### config.mk
export PLATFORM = sky130hd
export DESIGN_NAME = i2c_bitbang_target_decoder_unit_flat
export DESIGN_NICKNAME = d
export VERILOG_FILES = /design/src/hw/rtl/i2cbt_pkg.sv /design/src/hw/rtl/i2cbt_if.sv /design/src/hw/rtl/i2c_bitbang_target_decoder_unit.sv /design/src/hw/rtl/i2cbt_in_stage.sv /design/src/hw/rtl/i2cbt_core.sv /design/src/hw/rtl/i2cbt_out_stage.sv /design/src/flat_wrapper.sv
export SDC_FILE = /design/constraint.sdc
export NUM_CORES = 1
export LEC_CHECK = 0
export ABC_AREA = 1
export BUFFER_PORTS_ARGS = -buffer_cell sky130_fd_sc_hd__buf_4
export CORE_MARGIN = 2
export CORE_UTILIZATION = 45
export CTS_BUF_LIST = sky130_fd_sc_hd__clkbuf_2
export DETAILED_ROUTE_END_ITERATION = 16
export PLACE_DENSITY = 0.77
export SLEW_MARGIN = 20
export SYNTH_ARGS = -nofsm -noshare
export SYNTH_HDL_FRONTEND = slang
export SYNTH_SLANG_ARGS = --single-unit
### constraint.sdc
create_clock -name clock -period 1.95 [get_ports clock]
set_clock_uncertainty 0.2 [all_clocks]
set_input_delay 0.39 -clock clock [delete_from_list [all_inputs] [get_ports clock]]
set_output_delay 0.39 -clock clock [all_outputs]
set_load 0.02 [all_outputs]
### src/hw/rtl/i2cbt_pkg.sv
// Shared types and constants for the I2C bit-level target decoder.
package i2cbt_pkg;

   // Bus phase codes held in the phase register.
   localparam logic [4:0] PH_STOPPED = 5'd0;
   localparam logic [4:0] PH_TAKE_B7 = 5'd1;
   localparam logic [4:0] PH_TAKE_B0 = 5'd8;
   localparam logic [4:0] PH_ACK_OUT = 5'd9;
   localparam logic [4:0] PH_GIVE_B7 = 5'd10;
   localparam logic [4:0] PH_GIVE_B0 = 5'd17;
   localparam logic [4:0] PH_ACK_IN  = 5'd18;
   localparam logic [4:0] PH_NACKED  = 5'd19;

   // Line select codes of the input word.
   localparam logic LINE_SDA = 1'b0;
   localparam logic LINE_SCL = 1'b1;

   // Bus event codes reported with every result word.
   typedef enum logic [2:0] {
      EV_NONE  = 3'd0,
      EV_START = 3'd1,
      EV_WRITE = 3'd2,
      EV_READ  = 3'd3,
      EV_NACK  = 3'd4,
      EV_END   = 3'd5
   } event_type;

   // One line change from the controller.
   typedef struct packed {
      logic       func;
      logic       level;
      logic [7:0] rx_byte;
   } req_word_type;

   // One result word.
   typedef struct packed {
      logic       sda_level;
      logic [2:0] event_res;
      logic [7:0] event_byte;
   } rsp_word_type;

endpackage

### src/hw/rtl/i2cbt_if.sv
// Valid/ready channel interfaces for the request and response words.
interface i2cbt_req_if;
   logic       valid;
   logic       ready;
   logic       func;
   logic       level;
   logic [7:0] rx_byte;

   modport source (output valid, output func, output level, output rx_byte, input ready);
   modport sink   (input valid, input func, input level, input rx_byte, output ready);
endinterface

interface i2cbt_rsp_if;
   logic       valid;
   logic       ready;
   logic       sda_level;
   logic [2:0] event_res;
   logic [7:0] event_byte;

   modport source (output valid, output sda_level, output event_res, output event_byte,
                   input ready);
   modport sink   (input valid, input sda_level, input event_res, input event_byte,
                   output ready);
endinterface

### src/hw/rtl/i2c_bitbang_target_decoder_unit.sv
// Top level of the I2C bit-level target decoder.
//
// Usage:
//  - req_chan carries one line change per word: func selects SDA (0) or
//    SCL (1), level is the new controller level, and rx_byte is the byte
//    the attached device offers when a read byte begins.
//  - rsp_chan returns exactly one word per request: the wired-AND SDA
//    level, a bus event code and the byte that goes with that event.
//  - A word accepted at a clock edge is held in the input register, is
//    processed by the next-state logic from there, and lands in the
//    result register once that register has room; rsp_chan.valid then
//    rises and the result can be taken.
//  - Throughput is one word per cycle unless rsp_chan stalls; the input
//    and result registers each hold one word, so a request is taken while a
//    result waits as long as the result register drains or the input stage is free.
//  - When rsp_chan.ready stays low, the result register holds its word, the
//    input register fills, and req_chan.ready then drops until space frees.
//  - Synchronous reset empties both registers and returns the bus state to
//    stopped with both lines high and SDA released.
module i2c_bitbang_target_decoder_unit
   import i2cbt_pkg::*;
(
   input  logic        clock,
   input  logic        reset,
   i2cbt_req_if.sink   req_chan,
   i2cbt_rsp_if.source rsp_chan
);

   logic         in_valid;
   req_word_type in_word;
   rsp_word_type core_result;
   logic         out_space;
   logic         advance;

   // A word moves from the input register when the result register has room.
   assign advance = in_valid && out_space;

   i2cbt_in_stage u_in_stage (
      .clock      (clock),
      .reset      (reset),
      .req_chan   (req_chan),
      .advance    (advance),
      .word_valid (in_valid),
      .word       (in_word)
   );

   i2cbt_core u_core (
      .clock   (clock),
      .reset   (reset),
      .fire    (advance),
      .in_word (in_word),
      .result  (core_result)
   );

   i2cbt_out_stage u_out_stage (
      .clock    (clock),
      .reset    (reset),
      .load     (advance),
      .word     (core_result),
      .space    (out_space),
      .rsp_chan (rsp_chan)
   );

   // Only START and write events carry a byte.
   assert property (@(posedge clock) disable iff (reset)
      (rsp_chan.valid && !(rsp_chan.event_res == EV_START ||
                           rsp_chan.event_res == EV_WRITE))
      |-> (rsp_chan.event_byte == 8'd0))
      else $error("event byte set on an event without data");

   // An address or write byte is always acknowledged by pulling SDA low.
   assert property (@(posedge clock) disable iff (reset)
      (rsp_chan.valid && (rsp_chan.event_res == EV_START ||
                          rsp_chan.event_res == EV_WRITE))
      |-> !rsp_chan.sda_level)
      else $error("byte event without device acknowledge");

   // A NACK is only seen with SDA released and high.
   assert property (@(posedge clock) disable iff (reset)
      (rsp_chan.valid && rsp_chan.event_res == EV_NACK) |-> rsp_chan.sda_level)
      else $error("NACK reported with SDA low");

   // Both stages come out of reset empty.
   assert property (@(posedge clock)
      reset |=> (req_chan.ready && !rsp_chan.valid))
      else $error("stages not empty after reset");

endmodule

### src/hw/rtl/i2cbt_in_stage.sv
// Input register stage that captures one line-change word per cycle while req_chan.ready is high.
module i2cbt_in_stage
   import i2cbt_pkg::*;
(
   input  logic         clock,
   input  logic         reset,
   i2cbt_req_if.sink    req_chan,
   input  logic         advance,
   output logic         word_valid,
   output req_word_type word
);

   logic         valid_ff;
   logic         valid_in;
   req_word_type word_ff;
   logic         take;

   // A new word enters when the stage is empty or its word moves on now.
   assign req_chan.ready = !valid_ff || advance;
   assign take           = req_chan.valid && req_chan.ready;
   assign valid_in       = take ? 1'b1 : (advance ? 1'b0 : valid_ff);

   // Control register with synchronous reset.
   always_ff @(posedge clock) begin
      if (reset) begin
         valid_ff <= 1'b0;
      end else begin
         valid_ff <= valid_in;
      end
   end

   // Payload register, loaded on each accepted word.
   always_ff @(posedge clock) begin
      if (take) begin
         word_ff.func    <= req_chan.func;
         word_ff.level   <= req_chan.level;
         word_ff.rx_byte <= req_chan.rx_byte;
      end
   end

   assign word_valid = valid_ff;
   assign word       = word_ff;

endmodule

### src/hw/rtl/i2cbt_core.sv
// Bus state tracking and next-state decode for one line change per cycle while fire is set.
module i2cbt_core
   import i2cbt_pkg::*;
(
   input  logic         clock,
   input  logic         reset,
   input  logic         fire,
   input  req_word_type in_word,
   output rsp_word_type result
);

   logic [4:0] phase_ff, phase_in;
   logic       prev_sda_ff, prev_sda_in;
   logic       prev_scl_ff, prev_scl_in;
   logic       drive_ff, drive_in;
   logic [7:0] shift_ff, shift_in;
   logic       addr_valid_ff, addr_valid_in;
   logic [7:0] addr_byte_ff, addr_byte_in;
   event_type  event_code;
   logic [7:0] event_byte;
   logic [7:0] give_src;
   logic       read_sel;

   // Next-state decode for the word in the input register.
   always_comb begin
      phase_in      = phase_ff;
      prev_sda_in   = prev_sda_ff;
      prev_scl_in   = prev_scl_ff;
      drive_in      = drive_ff;
      shift_in      = shift_ff;
      addr_valid_in = addr_valid_ff;
      addr_byte_in  = addr_byte_ff;
      event_code    = EV_NONE;
      event_byte    = 8'd0;
      give_src      = (phase_ff == PH_GIVE_B7) ? in_word.rx_byte : shift_ff;
      read_sel      = addr_byte_ff[0];

      if (in_word.func == LINE_SDA) begin
         // Data line change: START or STOP when the clock line is high.
         if (in_word.level != prev_sda_ff) begin
            prev_sda_in = in_word.level;
            if (prev_scl_ff) begin
               drive_in      = 1'b1;
               addr_valid_in = 1'b0;
               if (!in_word.level) begin
                  phase_in = PH_TAKE_B7;
               end else begin
                  phase_in   = PH_STOPPED;
                  event_code = addr_valid_ff ? EV_END : EV_NONE;
               end
            end
         end
      end else if (in_word.level != prev_scl_ff) begin
         // Clock line change: falling edge releases, rising edge steps the phase.
         prev_scl_in = in_word.level;
         drive_in    = 1'b1;
         if (in_word.level) begin
            unique case (phase_ff) inside
               [PH_TAKE_B7:PH_TAKE_B0]: begin
                  shift_in = {shift_ff[6:0], prev_sda_ff};
                  phase_in = phase_ff + 5'd1;
               end
               PH_ACK_OUT: begin
                  drive_in   = 1'b0;
                  event_byte = shift_ff;
                  if (!addr_valid_ff) begin
                     addr_valid_in = 1'b1;
                     addr_byte_in  = shift_ff;
                     event_code    = EV_START;
                     read_sel      = shift_ff[0];
                  end else begin
                     event_code = EV_WRITE;
                  end
                  phase_in = read_sel ? PH_GIVE_B7 : PH_TAKE_B7;
               end
               [PH_GIVE_B7:PH_GIVE_B0]: begin
                  if (phase_ff == PH_GIVE_B7) begin
                     event_code = EV_READ;
                  end
                  drive_in = give_src[7];
                  shift_in = {give_src[6:0], 1'b0};
                  phase_in = phase_ff + 5'd1;
               end
               PH_ACK_IN: begin
                  if (prev_sda_ff) begin
                     phase_in   = PH_NACKED;
                     event_code = EV_NACK;
                  end else begin
                     phase_in = PH_GIVE_B7;
                  end
               end
               default: begin
                  // Stopped, after a NACK, or an unused code: nothing to do.
                  phase_in = phase_ff;
               end
            endcase
         end
      end

      result.sda_level  = drive_in & prev_sda_in;
      result.event_res  = event_code;
      result.event_byte = event_byte;
   end

   // Bus state registers, updated once per processed word.
   always_ff @(posedge clock) begin
      if (reset) begin
         phase_ff      <= PH_STOPPED;
         prev_sda_ff   <= 1'b1;
         prev_scl_ff   <= 1'b1;
         drive_ff      <= 1'b1;
         shift_ff      <= 8'd0;
         addr_valid_ff <= 1'b0;
         addr_byte_ff  <= 8'd0;
      end else if (fire) begin
         phase_ff      <= phase_in;
         prev_sda_ff   <= prev_sda_in;
         prev_scl_ff   <= prev_scl_in;
         drive_ff      <= drive_in;
         shift_ff      <= shift_in;
         addr_valid_ff <= addr_valid_in;
         addr_byte_ff  <= addr_byte_in;
      end
   end

endmodule

### src/hw/rtl/i2cbt_out_stage.sv
// Result register that holds one word until the receiver takes it.
module i2cbt_out_stage
   import i2cbt_pkg::*;
(
   input  logic         clock,
   input  logic         reset,
   input  logic         load,
   input  rsp_word_type word,
   output logic         space,
   i2cbt_rsp_if.source  rsp_chan
);

   logic         valid_ff;
   logic         valid_in;
   rsp_word_type word_ff;

   // The register is free when empty or when its word is taken this cycle.
   assign space    = !valid_ff || rsp_chan.ready;
   assign valid_in = load ? 1'b1 : (rsp_chan.ready ? 1'b0 : valid_ff);

   // Control register with synchronous reset.
   always_ff @(posedge clock) begin
      if (reset) begin
         valid_ff <= 1'b0;
      end else begin
         valid_ff <= valid_in;
      end
   end

   // Payload register.
   always_ff @(posedge clock) begin
      if (load) begin
         word_ff <= word;
      end
   end

   assign rsp_chan.valid      = valid_ff;
   assign rsp_chan.sda_level  = word_ff.sda_level;
   assign rsp_chan.event_res  = word_ff.event_res;
   assign rsp_chan.event_byte = word_ff.event_byte;

endmodule

### src/flat_wrapper.sv
// flat-port wrapper written by rule: the top's interface ports become plain ports
module i2c_bitbang_target_decoder_unit_flat import i2cbt_pkg::*;
  (clock, reset, req_chan_valid, req_chan_func, req_chan_level, req_chan_rx_byte, req_chan_ready, rsp_chan_valid, rsp_chan_sda_level, rsp_chan_event_res, rsp_chan_event_byte, rsp_chan_ready);
  i2cbt_req_if req_chan_i ();
  i2cbt_rsp_if rsp_chan_i ();
  input  logic clock;
  input  logic reset;
  input wire logic [$bits(req_chan_i.valid)-1:0] req_chan_valid;
  input wire logic [$bits(req_chan_i.func)-1:0] req_chan_func;
  input wire logic [$bits(req_chan_i.level)-1:0] req_chan_level;
  input wire logic [$bits(req_chan_i.rx_byte)-1:0] req_chan_rx_byte;
  output wire logic [$bits(req_chan_i.ready)-1:0] req_chan_ready;
  output wire logic [$bits(rsp_chan_i.valid)-1:0] rsp_chan_valid;
  output wire logic [$bits(rsp_chan_i.sda_level)-1:0] rsp_chan_sda_level;
  output wire logic [$bits(rsp_chan_i.event_res)-1:0] rsp_chan_event_res;
  output wire logic [$bits(rsp_chan_i.event_byte)-1:0] rsp_chan_event_byte;
  input wire logic [$bits(rsp_chan_i.ready)-1:0] rsp_chan_ready;
  assign req_chan_i.valid = req_chan_valid;
  assign req_chan_i.func = req_chan_func;
  assign req_chan_i.level = req_chan_level;
  assign req_chan_i.rx_byte = req_chan_rx_byte;
  assign req_chan_ready = req_chan_i.ready;
  assign rsp_chan_valid = rsp_chan_i.valid;
  assign rsp_chan_sda_level = rsp_chan_i.sda_level;
  assign rsp_chan_event_res = rsp_chan_i.event_res;
  assign rsp_chan_event_byte = rsp_chan_i.event_byte;
  assign rsp_chan_i.ready = rsp_chan_ready;
  i2c_bitbang_target_decoder_unit u_core (.clock(clock), .reset(reset), .req_chan(req_chan_i), .rsp_chan(rsp_chan_i));
endmodule
Word level (Yosys, flattened, before mapping)
Cells that the tools add are included.
{"block": "classes", "addsub": 1, "magnitude_cmp": 4, "n_eq_ne": 9, "n_mux": 45, "bitwise_logic": 2, "n_reduce_logical": 20}
{"op": "two-way mux 5 bit", "n": 6}
{"op": "two-way mux 3 bit", "n": 8}
{"op": "two-way mux 1 bit", "n": 23}
{"op": "AND reduction 6 bit", "n": 3}
{"op": "case mux 8 bit (2 select lines)", "n": 1}
{"op": "case mux 5 bit (3 select lines)", "n": 1}
{"op": "equality test 5 x 4 -> 1 bit (second input constant)", "n": 2}
{"op": "nonzero test 2 bit", "n": 5}
{"op": "case mux 3 bit (3 select lines)", "n": 1}
{"op": "two-way mux 8 bit", "n": 1}
{"op": "inequality test 2 bit (second input constant)", "n": 3}
{"op": "adder 5 x 1 -> 5 bit (second input constant)", "n": 1}
{"op": "equality test 5 bit (second input constant)", "n": 1}
{"op": ">= comparator 5 x 1 -> 1 bit (second input constant)", "n": 1}
{"op": ">= comparator 5 x 4 -> 1 bit (second input constant)", "n": 1}
{"op": "<= comparator 5 x 4 -> 1 bit (second input constant)", "n": 1}
{"op": "<= comparator 5 bit (second input constant)", "n": 1}
{"op": "AND reduction 5 bit", "n": 1}
{"op": "logical AND 1 bit", "n": 4}
{"op": "two-way mux 2 bit", "n": 2}
{"op": "two-way mux 4 bit", "n": 1}
{"op": "inequality test 4 bit (second input constant)", "n": 1}
{"op": "AND reduction 4 bit", "n": 1}
{"op": "AND reduction 3 bit", "n": 1}
{"op": "7 further kinds", "n": 10}
{"block": "totals", "reg_bits": 42, "inputBits": 14, "out_inout_bits": 14, "wordCells": 96}

Depth between registers and ports, before layout
{"block": "logic_depth", "ltp_word": 10, "mapped_depth": 12, "mapped_depth_nobuf": 12}

Hierarchy
Synthesis repeated with hierarchy kept, for this count alone.
{"block": "unflattened", "cells_unflattened": 237, "hier_area_um2": 2118.3}
{"mod": "i2cbt_core", "n_inst": 1, "cells_each": 202, "area_each_um2": 1360.1, "seq_area_each_um2": 360.3}
{"mod": "i2cbt_out_stage", "n_inst": 1, "cells_each": 17, "area_each_um2": 402.9, "seq_area_each_um2": 380.4}
{"mod": "i2cbt_in_stage", "n_inst": 1, "cells_each": 16, "area_each_um2": 347.8, "seq_area_each_um2": 320.3}
{"mod": "i2c_bitbang_target_decoder_unit", "n_inst": 1, "cells_each": 2, "area_each_um2": 7.5, "seq_area_each_um2": 0.0}

Worst setup path after synthesis
OpenSTA, ideal clock, no wires.
{"block": "synth_path", "path_type": "reg-to-reg", "start": "reg u_core.u_in_stage.word_ff (netlist bit u_core.u_in_stage.word[8])", "end": "reg u_core.u_out_stage.word_ff (netlist bit u_core.u_out_stage.rsp_chan.sda_level) (data pin)", "setup_time_ns": 0.259, "t_arrival_ns": 1.354, "path_slack_ns": 0.136, "stages_incl_launch_ff": 10, "path_buffers": 0, "period_less_slack_ns": 1.814, "cell_sequence": "edfxtp_1 > ha_1 > inv_1 > nand2_1 > nor2_1 > inv_1 > a21oi_1 > nand2_1 > o21ai_2 > a21boi_1"}
{"element": "start: declaration", "line_no": "i2cbt_in_stage.sv:15", "text": "req_word_type word_ff;"}
{"element": "end signal: assignment", "line_no": "i2cbt_out_stage.sv:33", "text": "word_ff <= word;"}
{"element": "end: declaration", "line_no": "i2cbt_out_stage.sv:15", "text": "rsp_word_type word_ff;"}

Final worst setup path
{"block": "layout_path", "start": "reg u_core.u_in_stage.word_ff (netlist bit u_core.u_in_stage.word[8])", "end": "reg u_core.u_core.shift_ff[1]"}
{"block": "layout_via", "elab_chain_cells": 2}
{"element": "inequality test 1 bit", "line_no": "i2cbt_core.sv:53", "text": "end else if (in_word.level != prev_scl_ff) begin"}
{"element": "AND reduction 5 bit (no source line) (*)"}
{"element": "end signal: assignment", "line_no": "i2cbt_core.sv:120", "text": "shift_ff <= shift_in;"}
{"element": "end: declaration", "line_no": "i2cbt_core.sv:16", "text": "logic [7:0] shift_ff, shift_in;"}
Every way passes the cells marked *; elsewhere a longest branch is shown, timed or not.
A chain may end at the register's enable or synchronous reset.

==> reports/qor.yml <==
drt_first_pass_iters: 4
max_slew.worst_pin.slew_ns: 0.372
syn_area_um2: 2110
boundaryPins: 28
worstPathArrival_ns: 2.04
synthFlopType: "edfxtp_1"
grt_usage_pct: 17.4
grt_start_max_net_pins: 15
rrSetupSlack_ns: 0.09
gp_congestion: 0.851
p_comb_share_pct: 16.9
critPathMaxFanout: 7
endpoint: "u_core.u_core.shift_ff[1]"
p_sw_share_pct: 28.7
n_antenna_cell: 0
maxSlewHeadroom_pct: 75.2
reg2reg_from: "u_core.u_in_stage.word[8]"
num_vias: 1792
dieArea_um2: 5260
async_reset_ff_share_pct: 0
antenna_found_initial: 0
rows: 24
stdcell_count: 350
crit_path_start_kind: "flip-flop"
place_hpwl_um: 2990
seqCellArea_um2: 1070
setup_violations: 0
port_buffers: 27
fillers: 378
reg2reg_to: "u_core.u_core.shift_ff[1]"
vias_per_cell: 5.12
clk_latency_ns: 0.42
clock_sinks: 42
cts_made_buffers: 5
worstHoldStart: "req_chan_valid"
r2r.worst_path.cells: 10
drive_gt1_share_pct: 26.8
overflow: 0
ys_seq_area_share_pct: 50.2
synthDistinctLibCells: 33
first_global_vias: 1627
clockPowerShare_pct: 22.8
multi_input_area_um2: 927
power_leakage_nw: 1.16
die_h_um: 72.6
synth_edf_count: 22
yosysWarnings: 0
synth_area_leader_cell: "edfxtp_1"
wl_um: 4270
coreArea_um2: 4440
pwr-share-seq_pct: 60.2
drt-initial-drc-count: 130
syn_nets: 266
netlist_instances: 247
hold_viol: 0
switchingPower_w: 0.000473
clock.fmax_ghz: 0.538
die_x_um: 72.6
utilization_pct: 59.3
clockBufferDepth: 2
root_buffer: "clkbuf_2"
synth_top_area_share_pct: 31.2
drv_slew: 0
wl_per_cell_um: 12.2
startpoint: "u_core.u_in_stage.word[8]"
antenna_left: 0
hp-class: "in -> reg"
synth.area.top_cells: "edfxtp_1 (31%), dfxtp_1 (19%), nor2_1 (8.2%)"
synth_seq_cells: 42
htree_levels: 2
status: "completed"
finalSetupTns_ns: 0
path_class: "reg -> reg"
period_needed_ns: 1.86
syn_avg_cell_area_um2: 8.56
initial_core_util_pct: 47.6
drcViolationCount: 0
clk_pin_slew_worst_paths_ns: 0.21
grt_pass1_wl_um: 7090
pwr_density_cell_nw_per_um2: 625
syn2layout_area_growth_pct: 24.6
post-route-period-util_pct: 95.3
p_int_w: 0.00117
cp-end-kind: "flip-flop"
cts_tree: "done"
ir_drop_mv: 0.419
place_inst: 330
final_nets: 316
hold_slack_ns: 0.0569
cp_data_required_time_ns: 2.13
drv_cap: 0
==> synth_stat cells, types with 2 or more instances <==
cell / count
ha_1: 5
dfxtp_1: 20
o21ai_0: 14
inv_2: 2
nand2_2: 2
xor2_1: 2
edfxtp_1: 22
nor2_2: 2
inv_1: 39
nor3_1: 2
nand4_1: 4
nor2_1: 46
nand3_2: 3
a211oi_1: 8
nand2_4: 3
a21oi_1: 16
nand3_1: 7
o21ai_1: 5
nand2_1: 31
==> repair_timing <==
action / CTS / global route
buffers inserted: 0 / 0
setup endpoints to repair: 0 / 20
resized for setup: 0 / 23
hold endpoints to repair: 14 / 0
hold buffers: 11 / 0
==> layer usage <==
layer	track usage, %	wire length [um]	share of wire [%]	vias up
li1	-	-	-	915
met1	23.1	1960	46	812
met2	27.9	2010	47	59
met3	4.58	247	5.8	6
met4	5.56	57	1.3	0
met5	0	0	0	-
==> critical path: stages, from the launching register on <==
cell      delay, ns
edfxtp_1       0.43
ha_1           0.30
inv_2          0.06
nand2_2        0.09
inv_2          0.09
nand3_1        0.11
inv_2          0.15
nand2_4        0.10
inv_4          0.10
o21ai_0        0.11
nor2_1         0.13
==> through the flow <==
step | power [W] | setup slack, ns | cell area (um2)
floorplan | 0.00117 | 0.136 | 2110
global placement | 0.00125 | 0.0471 | 2410
detailed placement | 0.00126 | 0.0197 | 2410
CTS | 0.00164 | 0.0383 | 2570
global route | 0.00173 | -0.0263 | 2640
finish | 0.00165 | 0.0920 | 2640
==> how the worst min path moves through the flow <==
stage	to	cells past startpoint
floorplan	u_core.u_core.shift_ff[1]	2
global placement	u_core.u_core.drive_ff	2
detailed placement	u_core.u_core.drive_ff	2
CTS	u_core.u_in_stage.word_valid	3
global route	u_core.u_in_stage.word_valid	3
finish	u_core.u_in_stage.word_valid	3
==> area by class of cell <==
class / count / share of cell area [%]
inverters: 43 / 6.22
repair buffers: 45 / 13.9
multi-input cells: 160 / 35.2
flip-flops and latches: 42 / 40.6
clock buffers: 6 / 1.14
well taps: 52 / 2.47
clock inverters: 2 / 0.522
==> power groups by stage <==
stage | sequential (W) | clock [W] | combinational, W
finish | 0.000991 | 0.000376 | 0.000279
global route | 0.000996 | 0.000427 | 0.000308
CTS | 0.000992 | 0.000384 | 0.000263
detailed placement | 0.00101 | 0 | 0.000245
global placement | 0.00101 | 0 | 0.000241
floorplan | 0.00102 | 0 | 0.000151
==> cells by family after synthesis <==
group / share of synthesized area, %
and+or+nand+nor: 23.1
AOI/OAI and AO/OA: 14.3
buffers and inverters: 8.70
DFF: 50.2
xor gates and xnor gates: 0.829
adders and majority gates: 2.96
==> registers in the layout, summed over array words and instances (netlist names) <==
name	cells
u_core.u_out_stage.rsp_chan.sda_level	1
u_core.u_out_stage.rsp_chan.valid	1
u_core.u_in_stage.word_valid	1
u_core.u_in_stage.word	10
u_core.u_core.addr_valid_ff	1
u_core.u_core.prev_sda_ff	1
u_core.u_core.addr_byte_ff	1
u_core.u_out_stage.rsp_chan.event_byte	8
u_core.u_core.shift_ff	8
u_core.u_core.phase_ff	5
u_core.u_core.prev_scl_ff	1
u_core.u_out_stage.rsp_chan.event_res	3
u_core.u_core.drive_ff	1
==> cell usage in the layout, fill, tap and decap left out, types with 2 or more instances in the layout <==
cell type | synthesis | final
dlygate4sd3_1 | 0 | 11
nand3_1 | 7 | 7
edfxtp_1 | 22 | 22
inv_1 | 39 | 36
xor2_1 | 2 | 2
nand2_1 | 31 | 29
nand2_4 | 3 | 4
nor3_1 | 2 | 2
inv_2 | 2 | 6
nand4_1 | 4 | 4
nand2_2 | 2 | 4
dfxtp_1 | 20 | 17
o21ai_0 | 14 | 13
a211oi_2 | 1 | 6
dfxtp_4 | 0 | 2
nor2_1 | 46 | 43
clkbuf_2 | 0 | 6
a211oi_1 | 8 | 3
nand3_2 | 3 | 3
ha_1 | 5 | 5
nor2_4 | 1 | 2
a21oi_1 | 16 | 16
o21ai_1 | 5 | 6
buf_4 | 0 | 34
nor2_2 | 2 | 4
No activity file was read; power rests on OpenSTA's default activity.
